$ cat config.mk
export PLATFORM = sky130hd
export DESIGN_NAME = held_batch_queue_top
export DESIGN_NICKNAME = d
export VERILOG_FILES = /design/src/hbq_pkg.sv /design/src/hbq_ram.sv /design/src/hbq_datapath.sv /design/src/hbq_ctrl.sv /design/src/held_batch_queue_top.sv
export SDC_FILE = /design/constraint.sdc
export NUM_CORES = 1
export LEC_CHECK = 0
export BUFFER_PORTS_ARGS = -buffer_cell sky130_fd_sc_hd__buf_2
export CORE_MARGIN = 2
export CORE_UTILIZATION = 40
export CTS_CLUSTER_DIAMETER = 200
export DETAILED_ROUTE_END_ITERATION = 10
export GPL_TIMING_DRIVEN = 0
export PLACE_DENSITY = 0.63
export SETUP_SLACK_MARGIN = 0.15
export SYNTH_ARGS = -nofsm -noshare
export SYNTH_HDL_FRONTEND = slang
export SYNTH_SLANG_ARGS = --single-unit
$ cat constraint.sdc
create_clock -name clk -period 16.1 [get_ports clk]
set_clock_uncertainty 0.2 [all_clocks]
set_input_delay 1.61 -clock clk [delete_from_list [all_inputs] [get_ports clk]]
set_output_delay 1.61 -clock clk [all_outputs]
set_load 0.005 [all_outputs]
$ cat src/hbq_pkg.sv
// Held batch queue package: action and result codes, widths, reset values,
// and the command/status structs between the controller and the datapath.
// No dependencies.
package hbq_pkg;

  localparam int ACTION_W    = 2;
  localparam int KIND_W      = 2;
  localparam int LIMIT_W     = 5;
  localparam int HOLD_W      = 8;
  localparam int PORT_DATA_W = 32;

  typedef logic [ACTION_W-1:0] action_t;
  typedef logic [KIND_W-1:0]   kind_t;

  // Input actions; the fourth code is unused and ignored.
  localparam action_t ACT_ENQUEUE = 2'd0;
  localparam action_t ACT_HOLD    = 2'd1;
  localparam action_t ACT_RELEASE = 2'd2;

  // Result kinds.
  localparam kind_t KIND_OK      = 2'd0;
  localparam kind_t KIND_REJECT  = 2'd1;
  localparam kind_t KIND_DRAINED = 2'd2;
  localparam kind_t KIND_EMPTY   = 2'd3;

  localparam logic [LIMIT_W-1:0] LIMIT_RESET = 5'd16;
  localparam logic [HOLD_W-1:0]  HOLD_MAX    = 8'hFF;

  typedef struct packed {
    logic    accept;
    action_t action;
    logic    drain_read;
    logic    drain_emit;
  } hbq_cmd_t;

  typedef struct packed {
    logic out_free;
    logic release_drains;
    logic drain_last;
  } hbq_status_t;

endpackage

$ cat src/hbq_ram.sv
// Generic single-write, single-read RAM with registered read data.
// No dependencies.
module hbq_ram #(
  parameter int WIDTH = 32,
  parameter int DEPTH = 16
) (
  input  logic                                  clk,
  input  logic                                  we,
  input  logic [(DEPTH > 1 ? $clog2(DEPTH) : 1)-1:0] waddr,
  input  logic [WIDTH-1:0]                      wdata,
  input  logic                                  re,
  input  logic [(DEPTH > 1 ? $clog2(DEPTH) : 1)-1:0] raddr,
  output logic [WIDTH-1:0]                      rdata
);

  logic [WIDTH-1:0] mem [DEPTH];

  always_ff @(posedge clk) begin
    if (we) begin
      mem[waddr] <= wdata;
    end
    if (re) begin
      rdata <= mem[raddr];
    end
  end

endmodule

$ cat src/hbq_datapath.sv
// Held batch queue datapath: limit register, hold level, fill counters,
// the two entry stores, drain pointer and the result register.
// Depends on hbq_pkg and hbq_ram.
module hbq_datapath #(
  parameter int DEPTH      = 16,
  parameter int DATA_WIDTH = 32
) (
  input  logic                                clk,
  input  logic                                rst,
  input  logic                                cfg_we,
  input  logic [hbq_pkg::LIMIT_W-1:0]         cfg_limit,
  input  hbq_pkg::hbq_cmd_t                   cmd,
  output hbq_pkg::hbq_status_t                status,
  input  logic [hbq_pkg::PORT_DATA_W-1:0]     entry_data,
  input  logic                                result_stall,
  output logic                                result_valid,
  output hbq_pkg::kind_t                      result_kind,
  output logic [hbq_pkg::PORT_DATA_W-1:0]     drained_data,
  output logic                                last
);

  localparam int SW = (DATA_WIDTH < hbq_pkg::PORT_DATA_W) ? DATA_WIDTH : hbq_pkg::PORT_DATA_W;
  localparam int FW = $clog2(DEPTH + 1);
  localparam int AW = (DEPTH > 1) ? $clog2(DEPTH) : 1;
  localparam int CW = (FW > hbq_pkg::LIMIT_W) ? FW : hbq_pkg::LIMIT_W;

  logic [hbq_pkg::LIMIT_W-1:0] limit;
  logic [hbq_pkg::HOLD_W-1:0]  hold_level;
  logic [FW-1:0]               active_fill;
  logic [FW-1:0]               pending_fill;
  logic [AW-1:0]               idx;
  logic                        sel;

  logic [FW-1:0] cur_fill;
  logic [FW-1:0] idx_inc;
  logic          held;
  logic          full;
  logic          seg_end;
  logic          enq_ok;
  logic          load_result;
  logic [SW-1:0] rd_active;
  logic [SW-1:0] rd_pending;
  logic [SW-1:0] rd_data;

  assign held     = (hold_level != '0);
  assign cur_fill = held ? pending_fill : active_fill;
  assign full     = (CW'(cur_fill) >= CW'(limit)) || (cur_fill >= FW'(DEPTH));
  assign enq_ok   = cmd.accept && (cmd.action == hbq_pkg::ACT_ENQUEUE) && !full;
  assign idx_inc  = FW'(idx) + FW'(1);
  assign seg_end  = sel ? (idx_inc == pending_fill) : (idx_inc == active_fill);
  assign rd_data  = sel ? rd_pending : rd_active;

  // Load the result register for a drained entry or any item that answers at once.
  assign load_result = cmd.drain_emit ||
                       (cmd.accept &&
                        ((cmd.action inside {hbq_pkg::ACT_ENQUEUE, hbq_pkg::ACT_HOLD}) ||
                         ((cmd.action == hbq_pkg::ACT_RELEASE) && !status.release_drains)));

  assign status.out_free       = !result_valid || !result_stall;
  assign status.release_drains = (hold_level[hbq_pkg::HOLD_W-1:1] == '0) &&
                                 ((active_fill != '0) || (pending_fill != '0));
  assign status.drain_last     = seg_end && (sel || (pending_fill == '0));

  hbq_ram #(.WIDTH(SW), .DEPTH(DEPTH)) u_active_ram (
    .clk   (clk),
    .we    (enq_ok && !held),
    .waddr (active_fill[AW-1:0]),
    .wdata (entry_data[SW-1:0]),
    .re    (cmd.drain_read && !sel),
    .raddr (idx),
    .rdata (rd_active)
  );

  hbq_ram #(.WIDTH(SW), .DEPTH(DEPTH)) u_pending_ram (
    .clk   (clk),
    .we    (enq_ok && held),
    .waddr (pending_fill[AW-1:0]),
    .wdata (entry_data[SW-1:0]),
    .re    (cmd.drain_read && sel),
    .raddr (idx),
    .rdata (rd_pending)
  );

  always_ff @(posedge clk) begin
    if (rst) begin
      limit        <= hbq_pkg::LIMIT_RESET;
      hold_level   <= '0;
      active_fill  <= '0;
      pending_fill <= '0;
      idx          <= '0;
      sel          <= 1'b0;
      result_valid <= 1'b0;
    end else begin
      if (load_result) begin
        result_valid <= 1'b1;
      end else if (result_valid && !result_stall) begin
        result_valid <= 1'b0;
      end
      if (cfg_we) begin
        limit <= cfg_limit;
      end
      if (cmd.accept) begin
        case (cmd.action)
          hbq_pkg::ACT_ENQUEUE: begin
            result_kind  <= full ? hbq_pkg::KIND_REJECT : hbq_pkg::KIND_OK;
            drained_data <= '0;
            last         <= 1'b1;
            if (!full) begin
              if (held) begin
                pending_fill <= pending_fill + FW'(1);
              end else begin
                active_fill <= active_fill + FW'(1);
              end
            end
          end
          hbq_pkg::ACT_HOLD: begin
            if (hold_level != hbq_pkg::HOLD_MAX) begin
              hold_level <= hold_level + hbq_pkg::HOLD_W'(1);
            end
            result_kind  <= hbq_pkg::KIND_OK;
            drained_data <= '0;
            last         <= 1'b1;
          end
          hbq_pkg::ACT_RELEASE: begin
            if (hold_level[hbq_pkg::HOLD_W-1:1] != '0) begin
              hold_level   <= hold_level - hbq_pkg::HOLD_W'(1);
              result_kind  <= hbq_pkg::KIND_OK;
              drained_data <= '0;
              last         <= 1'b1;
            end else begin
              hold_level <= '0;
              if (status.release_drains) begin
                sel <= (active_fill == '0);
                idx <= '0;
              end else begin
                result_kind  <= hbq_pkg::KIND_EMPTY;
                drained_data <= '0;
                last         <= 1'b1;
              end
            end
          end
          default: ;
        endcase
      end
      if (cmd.drain_emit) begin
        result_kind  <= hbq_pkg::KIND_DRAINED;
        drained_data <= hbq_pkg::PORT_DATA_W'(rd_data);
        last         <= status.drain_last;
        if (status.drain_last) begin
          active_fill  <= '0;
          pending_fill <= '0;
        end else if (seg_end) begin
          sel <= 1'b1;
          idx <= '0;
        end else begin
          idx <= idx + AW'(1);
        end
      end
    end
  end

  a_active_fill_bound: assert property (@(posedge clk) disable iff (rst)
    active_fill <= FW'(DEPTH) && pending_fill <= FW'(DEPTH))
    else $error("fill count beyond store depth");

  a_load_when_free: assert property (@(posedge clk) disable iff (rst)
    (cmd.accept || cmd.drain_emit) |-> status.out_free)
    else $error("result register overwritten while stalled");

  a_drain_clears: assert property (@(posedge clk) disable iff (rst)
    (cmd.drain_emit && status.drain_last) |=> (active_fill == '0 && pending_fill == '0))
    else $error("stores not emptied after final drained entry");

  a_read_in_range: assert property (@(posedge clk) disable iff (rst)
    cmd.drain_read |-> (sel ? (pending_fill != '0) : (active_fill != '0)))
    else $error("drain read from an empty store");

endmodule

$ cat src/hbq_ctrl.sv
// Held batch queue controller: takes items and sequences the drain walk.
// Depends on hbq_pkg.
module hbq_ctrl (
  input  logic                  clk,
  input  logic                  rst,
  input  logic                  item_valid,
  output logic                  item_stall,
  input  hbq_pkg::action_t      action,
  input  hbq_pkg::hbq_status_t  status,
  output hbq_pkg::hbq_cmd_t     cmd
);

  typedef enum logic [1:0] {
    ST_IDLE,
    ST_READ,
    ST_EMIT
  } state_t;

  state_t state;

  always_comb begin
    cmd        = '0;
    item_stall = 1'b1;
    case (state)
      ST_IDLE: begin
        item_stall = !status.out_free;
        cmd.accept = item_valid && status.out_free;
        cmd.action = action;
      end
      ST_READ: cmd.drain_read = 1'b1;
      ST_EMIT: cmd.drain_emit = status.out_free;
      default: ;
    endcase
  end

  always_ff @(posedge clk) begin
    if (rst) begin
      state <= ST_IDLE;
    end else begin
      case (state)
        ST_IDLE: begin
          if (cmd.accept && (action == hbq_pkg::ACT_RELEASE) && status.release_drains) begin
            state <= ST_READ;
          end
        end
        ST_READ: state <= ST_EMIT;
        ST_EMIT: begin
          if (cmd.drain_emit) begin
            state <= status.drain_last ? ST_IDLE : ST_READ;
          end
        end
        default: state <= ST_IDLE;
      endcase
    end
  end

  a_no_accept_in_drain: assert property (@(posedge clk) disable iff (rst)
    (state != ST_IDLE) |-> (item_stall && !cmd.accept))
    else $error("item taken during drain");

  a_read_then_emit: assert property (@(posedge clk) disable iff (rst)
    (state == ST_READ) |=> (state == ST_EMIT))
    else $error("drain read not followed by emit");

  a_emit_stays: assert property (@(posedge clk) disable iff (rst)
    (state == ST_EMIT && !status.out_free) |=> (state == ST_EMIT))
    else $error("drained entry lost under stall");

endmodule

$ cat src/held_batch_queue_top.sv
// Held batch queue top level: ports, configuration write channel, and the
// controller/datapath pair. Depends on hbq_pkg, hbq_ctrl, hbq_datapath.
//
// Usage:
//   Item channel (item_valid/item_stall, action, entry_data): one transfer
//   per item. Enqueue stores entry_data in the active store, or in the
//   pending store while a hold is in effect; hold raises the hold level;
//   release lowers it and, when it reaches zero, drains both stores.
//   Result channel (result_valid/result_stall, result_kind, drained_data,
//   last): enqueue, hold and a still-held release give one result, in the
//   cycle after the item transfer. A draining release gives one result per
//   stored entry (active first, then pending); each passes the ST_READ
//   state (store RAM read) and then the ST_EMIT state (result register
//   load), and ST_EMIT waits while the result side is stalled; last marks
//   the final one. An empty drain gives one "nothing drained" result.
//   Throughput: one item per cycle for non-draining items with the result
//   side free; a drain holds off new items until its last entry is emitted.
//   Config channel (cfg_valid/cfg_ready, queue_limit): always ready; write
//   only while no item is in flight.
//   Reset (synchronous, rst): hold level and fill counts clear, limit = 16,
//   no result pending. Store contents are not cleared.
//   Receiver stall: the result register holds; item_stall rises until the
//   waiting result transfers, and a drain pauses in place.
module held_batch_queue_top #(
  parameter int DEPTH      = 16,
  parameter int DATA_WIDTH = 32
) (
  input  logic                              clk,
  input  logic                              rst,
  // configuration write channel
  input  logic                              cfg_valid,
  output logic                              cfg_ready,
  input  logic [hbq_pkg::LIMIT_W-1:0]       queue_limit,
  // item channel
  input  logic                              item_valid,
  output logic                              item_stall,
  input  logic [hbq_pkg::ACTION_W-1:0]      action,
  input  logic [hbq_pkg::PORT_DATA_W-1:0]   entry_data,
  // result channel
  output logic                              result_valid,
  input  logic                              result_stall,
  output logic [hbq_pkg::KIND_W-1:0]        result_kind,
  output logic [hbq_pkg::PORT_DATA_W-1:0]   drained_data,
  output logic                              last
);

  hbq_pkg::hbq_cmd_t    cmd;
  hbq_pkg::hbq_status_t status;

  // Limit register takes a write in any cycle.
  assign cfg_ready = 1'b1;

  hbq_ctrl u_ctrl (
    .clk        (clk),
    .rst        (rst),
    .item_valid (item_valid),
    .item_stall (item_stall),
    .action     (action),
    .status     (status),
    .cmd        (cmd)
  );

  hbq_datapath #(
    .DEPTH      (DEPTH),
    .DATA_WIDTH (DATA_WIDTH)
  ) u_datapath (
    .clk          (clk),
    .rst          (rst),
    .cfg_we       (cfg_valid && cfg_ready),
    .cfg_limit    (queue_limit),
    .cmd          (cmd),
    .status       (status),
    .entry_data   (entry_data),
    .result_stall (result_stall),
    .result_valid (result_valid),
    .result_kind  (result_kind),
    .drained_data (drained_data),
    .last         (last)
  );

endmodule
==> impl_metrics.env, run 1 <==
export IMPL_run_status="finished clean"
export IMPL_first_iter_violations=2056
export IMPL_clkTransAtPathRegs_ns=0.06
export IMPL_min_delay_start="u_datapath.result_valid"
export IMPL_cts_sinks=1154
export IMPL_finish_utilization=0.469
export IMPL_die_area_um2=113000
export IMPL_diodes=0
export IMPL_avgViaCountPerCell=5.51
export IMPL_swShare=0.200
export IMPL_synth_cell_type_count=64
export IMPL_setup_violations_final=0
export IMPL_syn_to_final_growth_pct=15.9
export IMPL_total_power_mw=5.97
export IMPL_clk_latency_ns=0.70
export IMPL_post_synth_cell_area_avg_um2=23.2
export IMPL_cts_resized_gates=0
export IMPL_r2r_start="u_datapath.hold_level[2]"
export IMPL_pwr_share_seq=0.555
export IMPL_leakage_nw=15.6
export IMPL_crit_start="u_datapath.hold_level[2]"
export IMPL_routed_wl_mm=103
export IMPL_ctsHoldBuffers=0
export IMPL_cp_depth=16
export IMPL_max_stage_delay_ns=0.74
export IMPL_endpoint_kind="flip-flop"
export IMPL_nets=2241
export IMPL_grt_max_degree=33
export IMPL_crit_family="simple AND/OR/NAND/NOR gates"
export IMPL_cp_common_cell="buf_6"
export IMPL_wl_met1_mm=42.0
export IMPL_drive_above_1_share=0.322
export IMPL_num_rows=121
export IMPL_initial_core_util=0.405
export IMPL_worstMarginPinSlew_ns=1.29
export IMPL_first_pass_iters=6
export IMPL_hold_viol_final=0
export IMPL_critPathLaunchType="flip-flop"
export IMPL_cts_tree="done"
export IMPL_synthArstFlopShare=0
export IMPL_drc_errors=0
export IMPL_die_y_um=336
export IMPL_maxCapViolations=0
export IMPL_cp_buffers_inverters=6
export IMPL_power_frac_clock=0.425
export IMPL_p_comb_frac=0.020
export IMPL_dp_hpwl_mm=69.2
export IMPL_crit_chain="buf_6, nor4_4, nand3_2, buf_6, mux2_2, ha_1, a21oi_1, o21ai_0, a311oi_2, and3b_1, buf_2, nand2_1, nor3_2, buf_6, buf_6, buf_6"
export IMPL_grt_pass1_wl_mm=148
export IMPL_overflow=0
export IMPL_hold_path_class="reg2reg"
export IMPL_place_port_buffers=79
export IMPL_required_ns=16.28
export IMPL_gp_congestion=0.763
export IMPL_finalSetupTns_ns=0
export IMPL_fill_cells=8915
export IMPL_wl_per_cell_um=27.4
export IMPL_syn_inst=1905
export IMPL_root_buffer="clkbuf_16"
export IMPL_timing_final_crit_share=0.322
export IMPL_dr_total_vias=20600
export IMPL_min_path_cells=2
export IMPL_yosys_warnings=0
export IMPL_max_clock_path_buffers=3
export IMPL_cts_htree_levels=3
export IMPL_period_needed_ns=5.18
export IMPL_ios=82
export IMPL_gr_usage_all_layers=0.182
export IMPL_relSlewSlack=0.141
export IMPL_p_int_mw=4.77
export IMPL_powerDensity_nw_per_um2=116
export IMPL_cts_setup_buffers=0
export IMPL_netlist_area_um2=44200
export IMPL_wl_met2_mm=51.8
export IMPL_grt_pass1_vias=21400
export IMPL_crit_arrival_ns=5.36
export IMPL_max_freq_mhz=193
export IMPL_setup_worst_path_class="reg2reg"
export IMPL_seq_area_frac_synth=0.777
export IMPL_slew_violations=0
export IMPL_synth_edff_count=1123
export IMPL_cp_max_fo=10
export IMPL_top_layer="met4"
export IMPL_synth_seq_cells=1154
export IMPL_vdd_drop_max_mv=0.0981
export IMPL_slowest_stage="nor3_2"
export IMPL_syn_nets=1968
export IMPL_final_antenna_net_count=0
export IMPL_synthFlopType="edfxtp_1"
export IMPL_antenna_found_initial=0
export IMPL_cts_made_buffers=111
export IMPL_die_w_um=336
export IMPL_coreArea_um2=109000
export IMPL_rsz0062_at_grt="no"
export IMPL_dr_wl_met3_mm=6.67
export IMPL_power_switching_mw=1.19
export IMPL_reg2reg_depth=16
==> path summary, 6_finish.rpt <==
kind | slack, ns | end
setup / recovery | 10.92 | u_datapath.u_pending_ram.mem[1][12]
hold / removal | 0.31 | u_ctrl.state[1]
setup reg to reg | 10.92 | u_datapath.u_pending_ram.mem[1][12]
hold reg to reg | 0.31 | u_ctrl.state[1]
==> worst register-to-register path: stages, from the launching register on <==
cell	delay, ns
dfxtp_1	0.31
buf_6	0.13
nor4_4	0.40
nand3_2	0.20
buf_6	0.19
mux2_2	0.30
ha_1	0.30
a21oi_1	0.13
o21ai_0	0.15
a311oi_2	0.51
and3b_1	0.24
buf_2	0.18
nand2_1	0.25
nor3_2	0.74
buf_6	0.28
buf_6	0.19
buf_6	0.18
==> stage by stage <==
| stage | cell area (um^2) | hold WS, ns | cells | worst slack (ns) |
|---|---|---|---|---|
| after global placement | 46500 | 0.284 | 3460 | 4.78 |
| after detailed placement | 47700 | 0.297 | 3541 | 10.92 |
| after global routing | 51200 | 0.339 | 3746 | 10.74 |
| after floorplan | 44200 | 0.260 | 1905 | 9.55 |
| final | 51200 | 0.307 | 3746 | 10.92 |
| after CTS | 51200 | 0.313 | 3746 | 11.02 |
==> power groups by stage <==
stage | Combinational [mW] | Sequential [mW] | Clock [mW]
detailed placement | 0.121 | 3.37 | 0
global route | 0.133 | 3.31 | 2.69
CTS | 0.121 | 3.31 | 2.58
global placement | 0.108 | 3.38 | 0
finish | 0.120 | 3.31 | 2.53
floorplan | 0.0526 | 3.38 | 0
==> layer usage <==
layer  global-route usage  vias to the layer above
li1                     -                     8639
met5                    0                        -
met4               0.0452                        0
met3               0.0351                      152
met2                0.310                      732
met1                0.243                    11100
==> kinds of logic after synthesis <==
group,synth area share
multiplexers,0.174
AO/OA/AOI/OAI,0.00996
AND/OR/NAND/NOR,0.0200
other,0.0000848
buffers and inverters,0.0114
adder cells (fa/ha/maj),0.00538
XOR/XNOR,0.00218
flip-flops,0.777
==> layout by cell type (no fill, tap or decap), types with 5 or more instances in the layout <==
| cell type | instances |
|---|---|
| mux2i_1 | 44 |
| bufinv_16 | 10 |
| clkinv_2 | 24 |
| nand2_1 | 30 |
| buf_6 | 37 |
| nor2_4 | 16 |
| ha_1 | 19 |
| nor2_1 | 60 |
| mux4_2 | 320 |
| clkbuf_16 | 111 |
| nand3_1 | 13 |
| buf_4 | 25 |
| buf_1 | 7 |
| inv_1 | 17 |
| a21oi_1 | 14 |
| buf_12 | 22 |
| a211oi_1 | 6 |
| buf_2 | 114 |
| xnor2_1 | 7 |
| nand2b_1 | 8 |
| o21ai_0 | 8 |
| edfxtp_1 | 1123 |
| clkbuf_1 | 71 |
| clkinv_1 | 28 |
| mux2_2 | 5 |
| dfxtp_1 | 31 |
==> sequential cells by signal, summed over array words and instances (netlist names), 2 cells and up <==
signal and cells:
u_datapath.u_pending_ram.rdata 32, u_datapath.u_active_ram.mem 512, u_datapath.hold_level 8, u_ctrl.state 2, u_datapath.limit 5, u_datapath.result_kind 2
u_datapath.u_active_ram.rdata 32, u_datapath.pending_fill 5, u_datapath.active_fill 5, u_datapath.drained_data 32, u_datapath.u_pending_ram.mem 512, u_datapath.idx 4
==> synth_stat cells (5+ instances only) <==
cell | instances | share of area
ha_1 | 19 | 0.0054
xnor2_1 | 7 | 0.0014
buf_2 | 35 | 0.0040
mux2i_1 | 44 | 0.010
and4_1 | 5 | 0.00099
buf_1 | 7 | 0.00059
o21ai_0 | 8 | 0.00091
nor2_1 | 74 | 0.0063
nor3_1 | 6 | 0.00068
nand3_1 | 13 | 0.0015
nand2b_1 | 8 | 0.0011
mux4_2 | 320 | 0.16
edfxtp_1 | 1123 | 0.76
mux2_2 | 5 | 0.0013
a21oi_1 | 14 | 0.0016
nand2_1 | 30 | 0.0025
inv_1 | 17 | 0.0014
dfxtp_1 | 31 | 0.014
clkbuf_1 | 50 | 0.0042
a211oi_1 | 7 | 0.0012
==> layout make-up <==
| cell class | instances | area [um^2] | area share |
|---|---|---|---|
| timing repair buffer | 160 | 1430 | 0.0280 |
| sequential | 1154 | 34300 | 0.670 |
| multi-input combinational | 636 | 9560 | 0.187 |
| buffer | 98 | 442 | 0.00862 |
| clock buffer | 132 | 2860 | 0.0557 |
| clock inverter | 73 | 696 | 0.0136 |
| inverter | 17 | 63.8 | 0.00125 |
| tap | 1476 | 1850 | 0.0360 |
No activity file was read; power rests on OpenSTA's default activity.
==> run 2, diff against run 1 <==
Clock period 16.1 ns to 5.35 ns, I/O delays scaled along.
==> impl_metrics.env, run 2 (synthesis results as in run 1) <==
export IMPL_ios=82
export IMPL_required_ns=5.50
export IMPL_place_area_um2=47800
export IMPL_relSlewSlack=0.0985
export IMPL_dp_hpwl_mm=68.8
export IMPL_first_pass_iters=6
export IMPL_cts_sinks=1154
export IMPL_cp_max_fo=12
export IMPL_clk_latency_ns=0.70
export IMPL_total_power_mw=18.3
export IMPL_final_cell_mix="1123 x edfxtp_1, 320 x mux4_2, 114 x buf_2, 111 x clkbuf_16, 74 x clkbuf_1"
export IMPL_max_clock_path_buffers=3
export IMPL_leakage_nw=15.7
export IMPL_hold_path_class="in2reg"
export IMPL_final_cell_area_um2=51500
export IMPL_num_rows=121
export IMPL_max_stage_delay_ns=0.83
export IMPL_hold_viol_final=0
export IMPL_cts_htree_levels=3
export IMPL_maxCapViolations=0
export IMPL_finish_utilization=0.472
export IMPL_cts_made_buffers=110
export IMPL_initial_core_util=0.405
export IMPL_crit_chain="buf_6, nor4_4, nand3_2, buf_6, mux2_2, ha_1, a21oi_1, o21ai_0, a311oi_2, and3b_1, buf_2, nand2_1, nor3_4, buf_8"
export IMPL_nets=2236
export IMPL_dp_cells=3529
export IMPL_rsz0062_at_grt="no"
export IMPL_drc_errors=0
export IMPL_run_status="finished clean"
export IMPL_final_common_cell="edfxtp_1"
export IMPL_slowest_stage="nor3_4"
export IMPL_final_antenna_net_count=0
export IMPL_top_layer="met4"
export IMPL_fin_cells=3742
export IMPL_gp_congestion=0.775
export IMPL_first_iter_violations=2263
export IMPL_max_freq_mhz=203
export IMPL_setup_violations_final=0
export IMPL_overflow=0
export IMPL_grt_pass1_vias=21300
export IMPL_grt_max_degree=33
export IMPL_place_ws_ns=0.510
export IMPL_dr_wl_met3_mm=6.44
export IMPL_cp_common_cell="buf_6"
export IMPL_worst_slack_ns=0.430
export IMPL_slew_violations=0
export IMPL_period_needed_ns=4.92
export IMPL_cts_setup_buffers=0
export IMPL_hold_ws_ns=0.0663
export IMPL_die_w_um=336
export IMPL_wl_per_cell_um=27.5
export IMPL_fill_cells=8901
export IMPL_cts_tree="done"
export IMPL_syn_to_final_growth_pct=16.6
export IMPL_biggestRegsByFlops="u_datapath.u_active_ram.mem: 512 flops, u_datapath.u_pending_ram.mem: 512 flops"
export IMPL_routed_wl_mm=103
export IMPL_crit_arrival_ns=5.07
export IMPL_place_port_buffers=79
export IMPL_critPathLaunchType="flip-flop"
export IMPL_dr_total_vias=20700
export IMPL_root_buffer="clkbuf_16"
export IMPL_grt_pass1_wl_mm=149
export IMPL_drive_above_1_share=0.319
export IMPL_wl_met2_mm=52.0
export IMPL_setup_worst_path_class="reg2reg"
export IMPL_diodes=0
export IMPL_vdd_drop_max_mv=0.281
export IMPL_worstMarginPinSlew_ns=1.35
export IMPL_wl_met1_mm=42.5
export IMPL_antenna_found_initial=0
export IMPL_clkTransAtPathRegs_ns=0.06
export IMPL_coreArea_um2=109000
export IMPL_die_area_um2=113000
export IMPL_die_y_um=336
export IMPL_gr_usage_all_layers=0.184
export IMPL_avgViaCountPerCell=5.52
export IMPL_powerDensity_nw_per_um2=354
export IMPL_timing_final_crit_share=0.920
export IMPL_endpoint_kind="flip-flop"
export IMPL_finalSetupTns_ns=0
==> run 2: power by group <==
| part | switching (mW) | internal, mW |
|---|---|---|
| clock network | 3.34 | 4.60 |
| logic | 0.243 | 0.122 |
| registers | 0.0169 | 9.95 |
| total | 3.60 | 14.7 |
==> run 2: cell type report <==
cell class | instances | area [um^2] | area share
buffer | 98 | 442 | 0.00857
clock buffer | 135 | 2870 | 0.0556
clock inverter | 70 | 828 | 0.0161
inverter | 17 | 63.8 | 0.00124
multi-input combinational | 636 | 9610 | 0.186
sequential | 1154 | 34300 | 0.666
tap | 1476 | 1850 | 0.0358
timing repair buffer | 156 | 1540 | 0.0299
==> run 2: worst paths after layout <==
path	from	to	slack, ns	depth (start not counted)
setup / recovery	u_datapath.hold_level[2]	u_datapath.u_pending_ram.mem[1][14]	0.43	14
hold / removal	cfg_valid	u_datapath.limit[4]	0.07	2
setup reg to reg	u_datapath.hold_level[2]	u_datapath.u_pending_ram.mem[1][14]	0.43	14
hold reg to reg	u_datapath.limit[3]	u_datapath.limit[3]	0.31	2
==> run 2: worst max-delay path: cells and delay by family, from the launching register on <==
| kind | cells | cell delay, ns |
|---|---|---|
| simple gates | 5 | 1.87 |
| flops | 1 | 0.31 |
| compound gates | 3 | 0.79 |
| fa+ha+maj | 1 | 0.29 |
| buf+inv | 4 | 0.78 |
| mux | 1 | 0.30 |
==> run 2: per-layer routing <==
| layer | vias to the layer above | GRT usage |
|---|---|---|
| met3 | 149 | 0.0311 |
| met1 | 11100 | 0.251 |
| met4 | 0 | 0.0403 |
| met2 | 746 | 0.313 |
| met5 | - | 0 |
| li1 | 8641 | - |
==> run 2: timing repair <==
item	CTS	global route
resized for setup	0	0
hold endpoints to repair	7	0
hold buffers	8	0
